### config.mk
export PLATFORM = sky130hd
export DESIGN_NAME = software_timer_table
export DESIGN_NICKNAME = d
export VERILOG_FILES = /design/src/hw/rtl/stt_pkg.sv /design/src/hw/rtl/software_timer_table.sv /design/src/hw/rtl/stt_cell.sv
export SDC_FILE = /design/constraint.sdc
export NUM_CORES = 1
export LEC_CHECK = 0
export ABC_AREA = 1
export BUFFER_PORTS_ARGS = -buffer_cell sky130_fd_sc_hd__buf_2
export CORE_MARGIN = 4
export CORE_UTILIZATION = 48
export CTS_CLUSTER_DIAMETER = 80
export DETAILED_ROUTE_END_ITERATION = 10
export GPL_TIMING_DRIVEN = 0
export PLACE_DENSITY = 0.75
export SYNTH_ARGS = -nofsm -noshare
export SYNTH_HDL_FRONTEND = slang
export SYNTH_SLANG_ARGS = --single-unit
### constraint.sdc
create_clock -name aclk -period 53.6 [get_ports aclk]
set_clock_uncertainty 0.05 [all_clocks]
set_input_delay 2.68 -clock aclk [delete_from_list [all_inputs] [get_ports aclk]]
set_output_delay 2.68 -clock aclk [all_outputs]
set_load 0.1 [all_outputs]
### src/hw/rtl/stt_pkg.sv
// Package for the software timer table: timer entry type, request and status codes.
`default_nettype none
package stt_pkg;

    localparam int POOL_DEPTH_DEF = 16;

    localparam logic [1:0] REQ_SET    = 2'd0;
    localparam logic [1:0] REQ_REMOVE = 2'd1;
    localparam logic [1:0] REQ_TICK   = 2'd2;

    localparam logic [1:0] STS_OK        = 2'd0;
    localparam logic [1:0] STS_NOT_FOUND = 2'd1;
    localparam logic [1:0] STS_BAD_TASK  = 2'd2;
    localparam logic [1:0] STS_POOL_FULL = 2'd3;

    typedef struct packed {
        logic        valid;
        logic [7:0]  task_id;
        logic [7:0]  sig;
        logic [31:0] count;
        logic [31:0] period;
    } entry_t;

    typedef enum logic [1:0] {
        ST_IDLE,
        ST_DECIDE,
        ST_PASS,
        ST_FLUSH
    } state_t;

endpackage
`default_nettype wire

### src/hw/rtl/software_timer_table.sv
// Top level of the software timer table: cell chain and request sequencer.
//
// Requests arrive on the s_ channel, one word each; tuser carries the request
// type and tdata the key, duration, periodic flag and elapsed count. Results
// leave on the m_ channel; tlast marks the final word for a request.
// The timers live in a chain of POOL_DEPTH cells kept in list order, newest
// first. Every request that touches the list rotates the whole chain once,
// one cell per cycle while not stalled as described below; a tick then
// sends its final expiry word from the flush state. One request is
// handled at a time, and a rejected request does not rotate the chain.
// Set and remove give one result word; a tick gives one word per expired
// timer, in list order, and none if nothing expires. Expiry words are held
// back by one so that tlast can be marked on the final one.
// If the receiver stalls, a tick's rotation waits while the output register
// holds an unaccepted word, and a set or remove waits before its decision;
// a finished word waits in the output register and the next request is
// still accepted. Reset empties the list, clears the counters and sets the
// task table size to 256. The size register is written on cfg_valid.
`default_nettype none
module software_timer_table
    import stt_pkg::*;
#(
    parameter int POOL_DEPTH = POOL_DEPTH_DEF
) (
    input  wire logic        aclk,
    input  wire logic        aresetn,
    input  wire logic        cfg_valid,
    output logic             cfg_ready,
    input  wire logic [8:0]  cfg_data,
    input  wire logic        s_tvalid,
    output logic             s_tready,
    // task_id[7:0], signal[15:8], duration[47:16], periodic[48], elapsed[80:49]
    input  wire logic [87:0] s_tdata,
    // req_type[1:0]
    input  wire logic [1:0]  s_tuser,
    output logic             m_tvalid,
    input  wire logic        m_tready,
    // expired_task[7:0], expired_signal[15:8], slots_used[20:16], slots_used_peak[25:21]
    output logic [31:0]      m_tdata,
    // status[1:0], expired[2]
    output logic [2:0]       m_tuser,
    output logic             m_tlast
);

    localparam int CW = (POOL_DEPTH > 1) ? $clog2(POOL_DEPTH) : 1;
    localparam int UW = $clog2(POOL_DEPTH + 1);

    state_t state_reg, state_next;

    logic [8:0]    tts_reg;
    logic [1:0]    req_reg;
    logic [7:0]    task_reg, sig_reg;
    logic [31:0]   dur_reg, el_reg;
    logic          per_reg;
    logic [CW-1:0] cnt_reg, cnt_next;
    logic [UW-1:0] used_reg, used_next, peak_reg, peak_next;
    entry_t        buf_reg, buf_next;

    logic          pend_reg, pend_next;
    logic [7:0]    pend_task_reg, pend_task_next, pend_sig_reg, pend_sig_next;
    logic [UW-1:0] pend_used_reg, pend_used_next;

    logic          out_valid_reg;
    logic [1:0]    out_sts_reg;
    logic          out_exp_reg, out_last_reg;
    logic [7:0]    out_task_reg, out_sig_reg;
    logic [UW-1:0] out_used_reg, out_peak_reg;

    logic          load;
    logic [1:0]    load_sts;
    logic          load_exp, load_last;
    logic [7:0]    load_task, load_sig;
    logic [UW-1:0] load_used;

    logic          step;
    entry_t        push;
    entry_t        proc;
    logic          expire;
    logic [31:0]   dec;

    entry_t        cell_q [POOL_DEPTH];
    logic [POOL_DEPTH-1:0] match_vec;
    logic          found, out_free;

    genvar gi;
    generate
        for (gi = 0; gi < POOL_DEPTH; gi++) begin : g_cell
            entry_t cell_d;
            if (gi == POOL_DEPTH - 1) begin : g_tail
                assign cell_d = push;
            end else begin : g_mid
                assign cell_d = cell_q[gi+1];
            end
            stt_cell u_cell (
                .aclk     (aclk),
                .aresetn  (aresetn),
                .shift    (step),
                .d        (cell_d),
                .key_task (task_reg),
                .key_sig  (sig_reg),
                .q        (cell_q[gi]),
                .match    (match_vec[gi])
            );
        end
    endgenerate

    assign found     = |match_vec;
    assign out_free  = !out_valid_reg || m_tready;
    assign s_tready  = (state_reg == ST_IDLE);
    assign cfg_ready = 1'b1;

    // Work on the entry leaving the head cell.
    always_comb begin
        proc   = cell_q[0];
        expire = 1'b0;
        dec    = (el_reg < cell_q[0].count) ? cell_q[0].count - el_reg : 32'd0;
        case (req_reg)
            REQ_SET: begin
                if (match_vec[0]) begin
                    proc.count = dur_reg;
                end
            end
            REQ_REMOVE: begin
                if (match_vec[0]) begin
                    proc.valid = 1'b0;
                end
            end
            REQ_TICK: begin
                if (cell_q[0].valid) begin
                    proc.count = dec;
                    if (dec == 32'd0) begin
                        expire = 1'b1;
                        if (cell_q[0].period != 32'd0) begin
                            proc.count = cell_q[0].period;
                        end else begin
                            proc.valid = 1'b0;
                        end
                    end
                end
            end
            default: begin
            end
        endcase
    end

    always_comb begin
        state_next     = state_reg;
        cnt_next       = cnt_reg;
        used_next      = used_reg;
        peak_next      = peak_reg;
        buf_next       = buf_reg;
        pend_next      = pend_reg;
        pend_task_next = pend_task_reg;
        pend_sig_next  = pend_sig_reg;
        pend_used_next = pend_used_reg;
        step           = 1'b0;
        push           = proc;
        load           = 1'b0;
        load_sts       = STS_OK;
        load_exp       = 1'b0;
        load_last      = 1'b1;
        load_task      = 8'd0;
        load_sig       = 8'd0;
        load_used      = used_reg;

        case (state_reg)
            ST_IDLE: begin
                if (s_tvalid) begin
                    state_next = ST_DECIDE;
                end
            end
            ST_DECIDE: begin
                cnt_next      = '0;
                buf_next      = proc;
                buf_next.valid = 1'b0;
                if (req_reg == REQ_TICK) begin
                    state_next = (used_reg == '0) ? ST_IDLE : ST_PASS;
                end else if (req_reg == REQ_SET || req_reg == REQ_REMOVE) begin
                    if (out_free) begin
                        load       = 1'b1;
                        state_next = ST_IDLE;
                        if ({1'b0, task_reg} >= tts_reg) begin
                            load_sts = STS_BAD_TASK;
                        end else if (req_reg == REQ_REMOVE) begin
                            if (found) begin
                                used_next  = used_reg - 1'b1;
                                load_used  = used_reg - 1'b1;
                                state_next = ST_PASS;
                            end else begin
                                load_sts = STS_NOT_FOUND;
                            end
                        end else if (found) begin
                            state_next = ST_PASS;
                        end else if (used_reg == UW'(POOL_DEPTH)) begin
                            load_sts = STS_POOL_FULL;
                        end else begin
                            used_next       = used_reg + 1'b1;
                            load_used       = used_reg + 1'b1;
                            if (used_reg + 1'b1 > peak_reg) begin
                                peak_next = used_reg + 1'b1;
                            end
                            buf_next.valid   = 1'b1;
                            buf_next.task_id = task_reg;
                            buf_next.sig     = sig_reg;
                            buf_next.count   = dur_reg;
                            buf_next.period  = per_reg ? dur_reg : 32'd0;
                            state_next       = ST_PASS;
                        end
                    end
                end else begin
                    state_next = ST_IDLE;
                end
            end
            ST_PASS: begin
                step = (req_reg == REQ_TICK) ? out_free : 1'b1;
                if (step) begin
                    // A held entry goes out first; a gap in the stream drains it.
                    if (buf_reg.valid) begin
                        push = buf_reg;
                        buf_next = proc;
                    end else begin
                        push = proc;
                    end
                    if (expire) begin
                        if (!proc.valid) begin
                            used_next = used_reg - 1'b1;
                        end
                        if (pend_reg) begin
                            load      = 1'b1;
                            load_exp  = 1'b1;
                            load_last = 1'b0;
                            load_task = pend_task_reg;
                            load_sig  = pend_sig_reg;
                            load_used = pend_used_reg;
                        end
                        pend_next      = 1'b1;
                        pend_task_next = cell_q[0].task_id;
                        pend_sig_next  = cell_q[0].sig;
                        pend_used_next = proc.valid ? used_reg : used_reg - 1'b1;
                    end
                    cnt_next = cnt_reg + 1'b1;
                    if (cnt_reg == CW'(POOL_DEPTH - 1)) begin
                        state_next = (req_reg == REQ_TICK) ? ST_FLUSH : ST_IDLE;
                    end
                end
            end
            ST_FLUSH: begin
                if (!pend_reg) begin
                    state_next = ST_IDLE;
                end else if (out_free) begin
                    load       = 1'b1;
                    load_exp   = 1'b1;
                    load_task  = pend_task_reg;
                    load_sig   = pend_sig_reg;
                    load_used  = pend_used_reg;
                    pend_next  = 1'b0;
                    state_next = ST_IDLE;
                end
            end
            default: begin
                state_next = ST_IDLE;
            end
        endcase
    end

    always_ff @(posedge aclk) begin
        if (!aresetn) begin
            state_reg     <= ST_IDLE;
            tts_reg       <= 9'd256;
            used_reg      <= '0;
            peak_reg      <= '0;
            pend_reg      <= 1'b0;
            out_valid_reg <= 1'b0;
        end else begin
            state_reg     <= state_next;
            used_reg      <= used_next;
            peak_reg      <= peak_next;
            pend_reg      <= pend_next;
            if (cfg_valid) begin
                tts_reg <= cfg_data;
            end
            if (load) begin
                out_valid_reg <= 1'b1;
            end else if (m_tready) begin
                out_valid_reg <= 1'b0;
            end
        end
    end

    always_ff @(posedge aclk) begin
        if (!aresetn) begin
            buf_reg.valid <= 1'b0;
        end else begin
            buf_reg.valid <= buf_next.valid;
        end
        cnt_reg          <= cnt_next;
        buf_reg.task_id  <= buf_next.task_id;
        buf_reg.sig      <= buf_next.sig;
        buf_reg.count    <= buf_next.count;
        buf_reg.period   <= buf_next.period;
        pend_task_reg    <= pend_task_next;
        pend_sig_reg     <= pend_sig_next;
        pend_used_reg    <= pend_used_next;
        if (s_tvalid && s_tready) begin
            req_reg  <= s_tuser;
            task_reg <= s_tdata[7:0];
            sig_reg  <= s_tdata[15:8];
            dur_reg  <= s_tdata[47:16];
            per_reg  <= s_tdata[48];
            el_reg   <= s_tdata[80:49];
        end
        if (load) begin
            out_sts_reg  <= load_sts;
            out_exp_reg  <= load_exp;
            out_last_reg <= load_last;
            out_task_reg <= load_task;
            out_sig_reg  <= load_sig;
            out_used_reg <= load_used;
            out_peak_reg <= peak_next;
        end
    end

    assign m_tvalid = out_valid_reg;
    assign m_tlast  = out_last_reg;
    assign m_tuser  = {out_exp_reg, out_sts_reg};
    assign m_tdata  = {6'd0, 5'(out_peak_reg), 5'(out_used_reg), out_sig_reg, out_task_reg};

endmodule
`default_nettype wire

### src/hw/rtl/stt_cell.sv
// One timer cell of the rotating chain: holds an entry and compares its key.
`default_nettype none
module stt_cell
    import stt_pkg::*;
(
    input  wire logic       aclk,
    input  wire logic       aresetn,
    input  wire logic       shift,
    input  wire entry_t     d,
    input  wire logic [7:0] key_task,
    input  wire logic [7:0] key_sig,
    output entry_t          q,
    output logic            match
);

    entry_t entry_reg;

    always_ff @(posedge aclk) begin
        if (!aresetn) begin
            entry_reg.valid <= 1'b0;
        end else if (shift) begin
            entry_reg.valid <= d.valid;
        end
        if (shift) begin
            entry_reg.task_id <= d.task_id;
            entry_reg.sig     <= d.sig;
            entry_reg.count   <= d.count;
            entry_reg.period  <= d.period;
        end
    end

    assign q     = entry_reg;
    assign match = entry_reg.valid && (entry_reg.task_id == key_task)
                   && (entry_reg.sig == key_sig);

endmodule
`default_nettype wire
### Yosys cells after proc, flatten, opt, wreduce, memory -nomap -nowiden

Index checks and enable logic that the tools add are counted.

* $add $sub $neg: 4
* muxes and demuxes: 109
* magnitude comparators: 3
* equal/unequal tests: 46
* bitwise logic cells: 3
* reduce and logical (&&, ||, !) cells: 53

Operators by type and width (count)
* 81-bit two-way mux: 12
* 8-bit == test: 32
* 32-bit two-way mux: 6
* 81-bit one-hot mux with 2 select lines: 1
* 5-bit two-way mux: 25
* 8-bit two-way mux: 10
* 32-bit one-hot mux with 2 select lines: 1
* 2-bit two-way mux: 19
* 1-bit logical AND: 33
* 32-bit zero test: 1
* 32-bit < comparator: 1
* 8-bit one-hot mux with 2 select lines: 2
* 32-bit nonzero test: 1
* 32-bit subtractor: 1
* 1-bit two-way mux: 24
* 16-bit OR reduction: 1
* 5-bit one-hot mux with 3 select lines: 1
* 3-bit AND reduction: 4
* 2-bit inequality test (second input constant): 5
* 5-bit one-hot mux with 2 select lines: 1
* 8-bit by 9-bit greater-or-equal comparator with 1-bit output: 1
* 2-bit one-hot mux with 4 select lines: 1
* 4-bit one-hot mux with 2 select lines: 1
* 2-bit == test (second input constant): 3
* 22 further kinds: 31

* input port bits: 104
* output and inout port bits: 39
* flip-flop bits (word level): 1538
* word-level logic and storage cells: 327

### Logic depth before layout (Yosys ltp)

Gate-level depths: netlist of the first run.

* depth after elaboration: 14
* gate-level depth with buffers: 28
* mapped depth without buffers: 26

### Hierarchy

From an unflattened synthesis of the first run, not the netlist that was laid out.

* cells, all modules: 4602
* area total of the unflattened synthesis: 59744.8 sq um

Modules (own cells, without submodules)
* stt_cell: instances 16, sequential area each 2422.3 sq um, area an instance 2706.3 sq um, cells each 145
* software_timer_table: instances 1, sequential area each 7026.7 sq um, area an instance 16443.3 sq um, cells each 2282

### Worst setup path after synthesis of the first run

Ideal clock, no wire load.

* kind: input -> register
* start point: input port m_tready
* end point: register g_cell[15].u_cell.entry_reg, in the netlist g_cell[15].u_cell.q[80]
* stages: 8
* setup time: 1464 ps
* path slack: 12887 ps
* data required time: 52086 ps
* data arrival time: 39199 ps
* cell sequence: nor2_1 > inv_1 > nor2_1 > clkinv_1 > nand2_1 > clkinv_1 > clkbuf_1 > a31oi_1

RTL lines
* from (decl): line software_timer_table.sv:37 `input wire logic m_tready,`
* 1-bit logical OR: line software_timer_table.sv:108 `assign out_free = !out_valid_reg || m_tready;`
* 1-bit two-way mux: line software_timer_table.sv:215 `step = (req_reg == REQ_TICK) ? out_free : 1'b1;`
* 1-bit two-way mux: line software_timer_table.sv:166 `case (state_reg)`
* via g_cell[0].u_cell.shift: line stt_cell.sv:8 `input wire logic shift,`
* to (decl): line stt_cell.sv:16 `entry_t entry_reg;`

The timed path passes the listed nets, and every way through them passes these cells.
A chain may end at the register's enable or synchronous reset.

### Final worst setup path of the first run

* start point: input port m_tready
* end point: register g_cell[1].u_cell.entry_reg, in the netlist g_cell[1].u_cell.q[58] (enable)

* word-level cells in the longest chain between the ends: 3

Ends and longest elaborated chain (line)
* 1-bit logical OR: software_timer_table.sv:108
* 1-bit two-way mux: software_timer_table.sv:215
* 1-bit two-way mux: software_timer_table.sv:166
* via g_cell[0].u_cell.shift: stt_cell.sv:8
* to (decl): stt_cell.sv:16

The timed path passes the listed nets, and every way through them passes these cells.

==> flow_metrics.py, run 1 <==
metrics = {
    "floorplanning": {
        "die_h_um": 358,
        "row_count": 128,
        "initial_utilization_pct": 48.4,
        "ios": 143,
        "coreArea_um2": 122000,
        "dieArea_um2": 128000,
        "die_x_um": 358,
    },
    "sta": {
        "drv_slew": 0,
        "holdWs_ns": 0.353,
        "relSlewSlack_pct": 36.5,
        "final.period_utilization_pct": 13.0,
        "setup_slack_ns": 46.62,
        "setup-violations-final": 0,
        "rsz0062_at_grt": "no",
        "hold_viol": 0,
        "fmax_mhz": 143,
        "final.setup.tns_ns": 0,
        "tightest_slew_ns": 0.953,
        "min_period_ns": 6.98,
    },
    "finish": {
        "post-route-util_pct": 55.3,
        "largest_register_ffs": 1296,
        "area_growth_pct": 14.3,
        "multiInputGateArea_um2": 11200,
        "ff_latch_area_um2": 45800,
        "fin_nets": 4799,
        "drive_gt1_share_pct": 10.9,
        "nFillCells": 9603,
    },
    "clock_network": {
        "cts_tree": "done",
        "cts-resized-gates": 0,
        "post_cts_buffers": 0,
        "clock-sinks": 1538,
        "numCtsBuffers": 151,
        "clkSlewWorstSetupHoldPaths_ns": 0.06,
        "cts_buffer_depth": 3,
        "cts_hold_repair.buffers": 0,
        "cts_root_buf": "clkbuf_16",
        "htree_levels": 4,
        "insertion_delay_ns": 0.78,
    },
    "yosys": {
        "synthMuxAreaShare_pct": 0,
        "synth_adder_area_share_pct": 1.12,
        "synth-seq-cells": 1538,
        "syn_inst": 4331,
        "synthSimpleGateAreaFrac_pct": 11.3,
        "synth-compound-area-share_pct": 5.23,
        "synth_xor_area_share_pct": 1.25,
        "ys_types": 55,
        "synth_top_area_cell": "edfxtp_1",
        "synth_top_family_by_area": "simple AND/OR/NAND/NOR gates",
        "synth_top_area_share_pct": 76.3,
        "synth_area_um2": 58900,
        "seq_area_frac_synth_pct": 77.7,
        "async_flop_share_pct": 0,
        "ys_top_cells_by_count": "edfxtp_1 (1,498), nand2_1 (1,018), inv_1 (336), o21ai_0 (321), nor2_1 (277)",
        "ys_top_cells_by_area": "edfxtp_1 (76%), nand2_1 (6.5%), o21ai_0 (2.7%)",
        "synth.avg_cell_area_um2": 13.6,
        "ys.warnings.count": 0,
        "synthFlopType": "edfxtp_1",
        "synth.most_common_cell": "edfxtp_1",
        "synth-edff-count": 1498,
    },
    "routing": {
        "wl_per_cell_um": 22.9,
        "dr.pass1.iters": 7,
        "ant_nets": 0,
        "vias": 34600,
        "drc": 0,
        "drtIter0Drc": 4373,
        "drt-total-wl_mm": 146,
        "routed_via_density": 5.42,
    },
    "setup_path": {
        "ff2ff_path_depth": 14,
        "path_cells": "buf_2 -> nor2_1 -> inv_1 -> nor2_1 -> clkinv_1 -> nand2_1 -> clkinv_1 -> clkbuf_4 -> buf_16 -> buf_16 -> buf_16 -> buf_16 -> buf_16 -> buf_16",
        "cp_data_arrival_time_ns": 7.41,
        "crit_required_ns": 54.03,
        "crit_fanout": 75,
        "end_kind": "flop",
        "path_common_cell": "buf_16",
        "cp_slowest_stage_delay_ns": 0.59,
        "critPathKind": "input pin to flop",
        "startpoint_type": "input pin",
        "cpMaxStageDelayCell": "clkinv_1",
    },
    "min_path": {
        "hp-class": "flop to flop",
        "whs_path_depth": 0,
    },
    "placed_design": {
        "pre_cts_slack_ns": 45.96,
        "gp_congestion": 0.937,
        "portBuffers": 128,
        "dp_hpwl_mm": 99.8,
    },
    "global_route": {
        "grt_pass1_vias": 32900,
        "grt_pass1_wl_mm": 213,
        "track_usage_pct": 22.8,
        "antenna_found_initial": 14,
        "grt_max_degree": 76,
        "overflow": 0,
    },
    "pwr": {
        "switchingPower_uw": 1270,
        "peakVddDrop_uv": 51.0,
        "power-per-cell-area_nw_per_um2": 57.7,
        "p_leak_uw": 0.0245,
        "seq_power_share_pct": 49.9,
        "p_comb_share_pct": 22.5,
        "swShare_pct": 32.6,
        "p_int_uw": 2620,
        "clkPwrFrac_pct": 27.6,
    },
    "flow_run": {
        "maxCapViolations": 0,
    },
    "outcome": {
        "status": "finished, final reports clean",
    },
}
worst max-delay path: cells and delay by family:
family / cells / cell delay, ns
and+or+nand+nor: 3 / 1.22
buffers and inverters: 11 / 3.33
stage by stage:
step | total power [µW] | std cells | cell area [µm²]
floorplan | 2990 | 4336 | 59000
global placement | 3500 | 6089 | 61600
detailed placement | 2810 | 6114 | 62300
CTS | 3900 | 6388 | 67300
global route | 4060 | 6389 | 67300
finish | 3890 | 6391 | 67300
layout make-up:
class | instances | area share [%]
timing repair buffer | 154 | 1.95
buffer | 138 | 1.03
tap | 1625 | 3.02
inverter | 358 | 2.00
antenna | 2 | 0.00743
multi-input combinational | 2302 | 16.6
clock buffer | 176 | 5.83
sequential | 1538 | 68.0
clock inverter | 98 | 1.61
cells by family (layout without fill, tap and decap cells):
family	Yosys count	in the layout
simple gates	1594	1594
flops	1538	1538
compound gates	565	565
buf+inv	496	924
xor+xnor	84	84
fa+ha+maj	52	52
other cells	2	9
final timing paths:
kind | startpoint | endpoint | slack, ns
min | g_cell[4].u_cell.q[33]$_DFFE_PP_ | g_cell[3].u_cell.q[33]$_DFFE_PP_ | 0.35
min reg2reg | g_cell[4].u_cell.q[33]$_DFFE_PP_ | g_cell[3].u_cell.q[33]$_DFFE_PP_ | 0.35
max | m_tready | g_cell[1].u_cell.q[58]$_DFFE_PP_ | 46.62
max reg2reg | req_reg[0]$_DFFE_PP_ | g_cell[1].u_cell.q[58]$_DFFE_PP_ | 48.00
per-layer routing:
| layer | vias to the layer above | track usage (%) | routed length [µm] | share of wire [%] |
|---|---|---|---|---|
| li1 | 15900 | - | - | - |
| met1 | 16700 | 33.8 | 62800 | 43 |
| met2 | 1727 | 33.4 | 63900 | 44 |
| met3 | 302 | 5.43 | 15300 | 10 |
| met4 | 6 | 7.50 | 4490 | 3.1 |
| met5 | - | 0 | 35 | 0.024 |
power groups by stage:
stage	clock [µW]	combinational [µW]	sequential, µW
3_5_place_dp	0	856	1960
3_3_place_gp	0	809	2690
5_1_grt	1140	950	1970
4_1_cts	1090	862	1940
6_report	1070	875	1940
2_1_floorplan	0	530	2460
cells in the final DEF, fill, tap and decap left out, types with 12 or more instances in the layout:
master and n:
o21ai_1 14, nor3_1 17, o21ai_0 321, a221oi_1 16, or2_2 12, buf_2 159, clkbuf_1 95, ha_1 51
clkbuf_16 152, nor2_1 275, a21oi_1 128, buf_16 21, dfxtp_1 40, xnor2_1 26, nand3_1 164, bufinv_16 16
inv_2 16, o22ai_1 37, buf_4 21, xor2_1 58, inv_1 336, clkinv_2 24, nand2_1 1017, nand4_1 39
edfxtp_1 1498, nand2_2 15, clkinv_1 32
(Power assumes the default switching activity.)
==> run 2, diff against run 1 <==
--- a/config.mk
+++ b/config.mk
@@ -5,14 +5,14 @@
 export SDC_FILE = /design/constraint.sdc
 export NUM_CORES = 1
 export LEC_CHECK = 0
-export ABC_AREA = 1
+export ABC_AREA = 0
 export BUFFER_PORTS_ARGS = -buffer_cell sky130_fd_sc_hd__buf_2
 export CORE_MARGIN = 4
 export CORE_UTILIZATION = 48
 export CTS_CLUSTER_DIAMETER = 80
 export DETAILED_ROUTE_END_ITERATION = 10
 export GPL_TIMING_DRIVEN = 0
-export PLACE_DENSITY = 0.75
+export PLACE_DENSITY = 0.77
 export SYNTH_ARGS = -nofsm -noshare
 export SYNTH_HDL_FRONTEND = slang
 export SYNTH_SLANG_ARGS = --single-unit
==> constraint.sdc (replaced) <==
create_clock -name aclk -period 5.6 [get_ports aclk]
set_clock_uncertainty 0.05 [all_clocks]
set_input_delay 0.28 -clock aclk [delete_from_list [all_inputs] [get_ports aclk]]
set_output_delay 0.28 -clock aclk [all_outputs]
set_load 0.1 [all_outputs]
==> run 2 against run 1 <==
Net effect:
- non-clock buffer count is 87 higher
- global-route usage shrank 2.3 points
- sequential share of layout area up 1.9 points
- critical endpoint is now out_used_reg[4]$_DFFE_PP_
- largest power group unchanged
==> flow_metrics.py, run 2 <==
metrics = {
    "yosys": {
        "synth_top_area_share_pct": 79.3,
        "synth_top_area_cell": "edfxtp_1",
        "synth_area_um2": 56700,
        "ys_types": 84,
        "syn_inst": 3329,
        "ys_top_cells_by_area": "edfxtp_1 (79%), xor2_1 (2.7%), nand2_1 (2.4%)",
        "seq_area_frac_synth_pct": 80.7,
        "ys.warnings.count": 0,
        "synth.avg_cell_area_um2": 17.0,
        "async_flop_share_pct": 0,
        "synth-seq-cells": 1538,
        "synth-edff-count": 1498,
        "synth.most_common_cell": "edfxtp_1",
        "synthFlopType": "edfxtp_1",
        "ys_top_cells_by_count": "edfxtp_1 (1,498), nand2_1 (356), xor2_1 (173), xnor2_1 (113), o21ai_0 (110)",
    },
    "sta": {
        "min_period_ns": 5.29,
        "fmax_mhz": 189,
        "setup-violations-final": 0,
        "drv_slew": 0,
        "relSlewSlack_pct": 16.2,
        "hold_viol": 0,
        "rsz0062_at_grt": "no",
        "setup_slack_ns": 0.309,
        "final.period_utilization_pct": 94.5,
        "tightest_slew_ns": 1.25,
    },
    "routing": {
        "wl_per_cell_um": 23.8,
        "vias": 30300,
        "ant_nets": 0,
        "routed_via_density": 5.64,
        "drc": 0,
        "drt-total-wl_mm": 128,
        "drtIter0Drc": 4072,
        "dr.pass1.iters": 8,
    },
    "finish": {
        "area_growth_pct": 15.5,
        "mostFrequentLayoutCells": "edfxtp_1 (1,498), nand2_1 (355), xor2_1 (173)",
        "final_common_cell": "edfxtp_1",
        "largest_register_ffs": 1296,
        "drive_gt1_share_pct": 11.6,
        "finalInstanceArea_um2": 65600,
        "stdcell_count": 5372,
        "post-route-util_pct": 56.1,
        "fin_nets": 3879,
    },
    "global_route": {
        "grt_pass1_wl_mm": 186,
        "overflow": 0,
        "grt_max_degree": 192,
        "grt_pass1_vias": 29300,
        "grt_busiest_layer": "met2",
        "use_met2_pct": 30.9,
        "antenna_found_initial": 2,
        "gr-usage-met3_pct": 4.00,
        "track_usage_pct": 20.5,
        "grtUsageMet1_pct": 29.9,
    },
    "pwr": {
        "p_leak_uw": 0.0221,
        "power-per-cell-area_nw_per_um2": 383,
        "peakVddDrop_uv": 294,
        "report.power.total_uw": 25100,
    },
    "placed_design": {
        "gp_congestion": 0.894,
        "dp_hpwl_mm": 82.6,
        "portBuffers": 126,
        "place_inst": 4994,
        "place_area_um2": 59600,
        "pre_cts_slack_ns": -0.446,
    },
    "flow_run": {
        "maxCapViolations": 0,
    },
    "clock_network": {
        "clkSlewWorstSetupHoldPaths_ns": 0.06,
        "post_cts_buffers": 0,
        "numCtsBuffers": 152,
        "clock-sinks": 1538,
        "cts_tree": "done",
        "cts_root_buf": "clkbuf_16",
        "insertion_delay_ns": 0.78,
        "htree_levels": 4,
        "cts_buffer_depth": 3,
    },
    "setup_path": {
        "end_kind": "flop",
        "cp.depth": 13,
        "regToRegEndpoint": "out_used_reg[4]$_DFFE_PP_",
        "r2r_slack_ns": 0.31,
        "path_buf_inv": 0,
        "crit_required_ns": 5.99,
        "cpMaxStageDelayCell": "edfxtp_1",
        "cp_data_arrival_time_ns": 5.68,
        "ff2ff_path_depth": 13,
        "r2r_start": "g_cell[0].u_cell.q[48]$_DFFE_PP_",
        "crit_start": "g_cell[0].u_cell.q[48]$_DFFE_PP_",
        "crit_fanout": 15,
        "path_common_cell": "and2_1",
        "cp_slowest_stage_delay_ns": 0.60,
        "startpoint_type": "flop",
        "endpoint": "out_used_reg[4]$_DFFE_PP_",
        "critPathKind": "flop to flop",
        "path_cells": "ha_1 -> and2_1 -> and4_1 -> a211oi_1 -> nand3_1 -> and2_0 -> o311ai_2 -> nand4_1 -> nor3_4 -> a31oi_4 -> a21oi_2 -> and2_1 -> or2_4",
        "path_delay_family": "simple AND/OR/NAND/NOR gates",
    },
    "floorplanning": {
        "ios": 143,
        "row_count": 125,
        "coreArea_um2": 117000,
        "dieArea_um2": 124000,
        "initial_utilization_pct": 48.6,
        "die_x_um": 352,
        "die_h_um": 352,
    },
    "outcome": {
        "status": "finished, final reports clean",
    },
    "min_path": {
        "hp-class": "input pin to flop",
    },
}
==> run 2: how the worst min path moves through the flow <==
stage                                       from                           endpoint  slack, ns  depth (start not counted)
6_report                               cfg_valid            tts_reg[5]$_SDFFE_PN0P_       0.04                          3
5_1_grt                                cfg_valid            tts_reg[5]$_SDFFE_PN0P_       0.04                          3
4_1_cts                                cfg_valid            tts_reg[5]$_SDFFE_PN0P_    0.00005                          3
3_5_place_dp    g_cell[1].u_cell.q[15]$_DFFE_PP_   g_cell[0].u_cell.q[15]$_DFFE_PP_       0.35                          0
3_3_place_gp   g_cell[14].u_cell.q[35]$_DFFE_PP_  g_cell[13].u_cell.q[35]$_DFFE_PP_       0.35                          0
2_1_floorplan                        s_tdata[16]               dur_reg[0]$_DFFE_PP_       0.33                          0
==> run 2: repair_timing <==
item | 4_1_cts | 5_1_grt
endpoints found under the hold margin | 95 | 0
gates resized for setup | 4 | 5
gates cloned | 0 | 1
setup endpoints to repair | 30 | 79
hold buffers | 99 | 0
==> run 2: layer usage <==
metal | wire length (µm) | share of wire, % | up-vias
met5 | 0 | 0 | -
met4 | 4300 | 3.4 | 0
met3 | 12300 | 9.6 | 264
met2 | 57300 | 45 | 1564
met1 | 53700 | 42 | 15000
li1 | - | - | 13500
==> run 2: logic make-up after synthesis <==
kind of cell | synth area share (%)
AO/OA/AOI/OAI | 5.58
other | 0.0132
AND/OR/NAND/NOR | 5.97
buffers and inverters | 1.81
XOR/XNOR | 4.41
flip-flops | 80.7
adder cells (fa/ha/maj) | 1.16
multiplexers | 0.364
==> run 2: area by class of cell <==
class	count	area, µm²
antenna	1	2.50
buffer	144	722
clock buffer	195	4070
clock inverter	83	847
fill	8627	51300
inverter	86	323
multi-input combinational	1566	10000
sequential	1538	45800
tap	1524	1910
timing repair buffer	235	1880
==> run 2: per-stage QoR <==
stage / TNS [ns] / hold slack, ns
global placement: -2302.27 / 0.350
floorplan: 0 / 0.329
CTS: 0 / 0.0000472
finish: 0 / 0.0442
detailed placement: -13.29 / 0.355
global route: 0 / 0.0422
==> run 2: worst register-to-register path: cells and delay by family (launching register included) <==
kind | cells | cell delay [ns]
AO/OA/AOI/OAI | 4 | 1.35
flip-flops | 1 | 0.60
AND/OR/NAND/NOR | 8 | 2.37
adder cells (fa/ha/maj) | 1 | 0.60
==> run 2: where the power goes <==
part | leakage [µW] | internal (µW) | switching [µW] | total, µW
logic | 0.00577 | 532 | 1200 | 1730
clock network | 0.00237 | 5700 | 4360 | 10100
registers | 0.0139 | 13100 | 227 | 13300
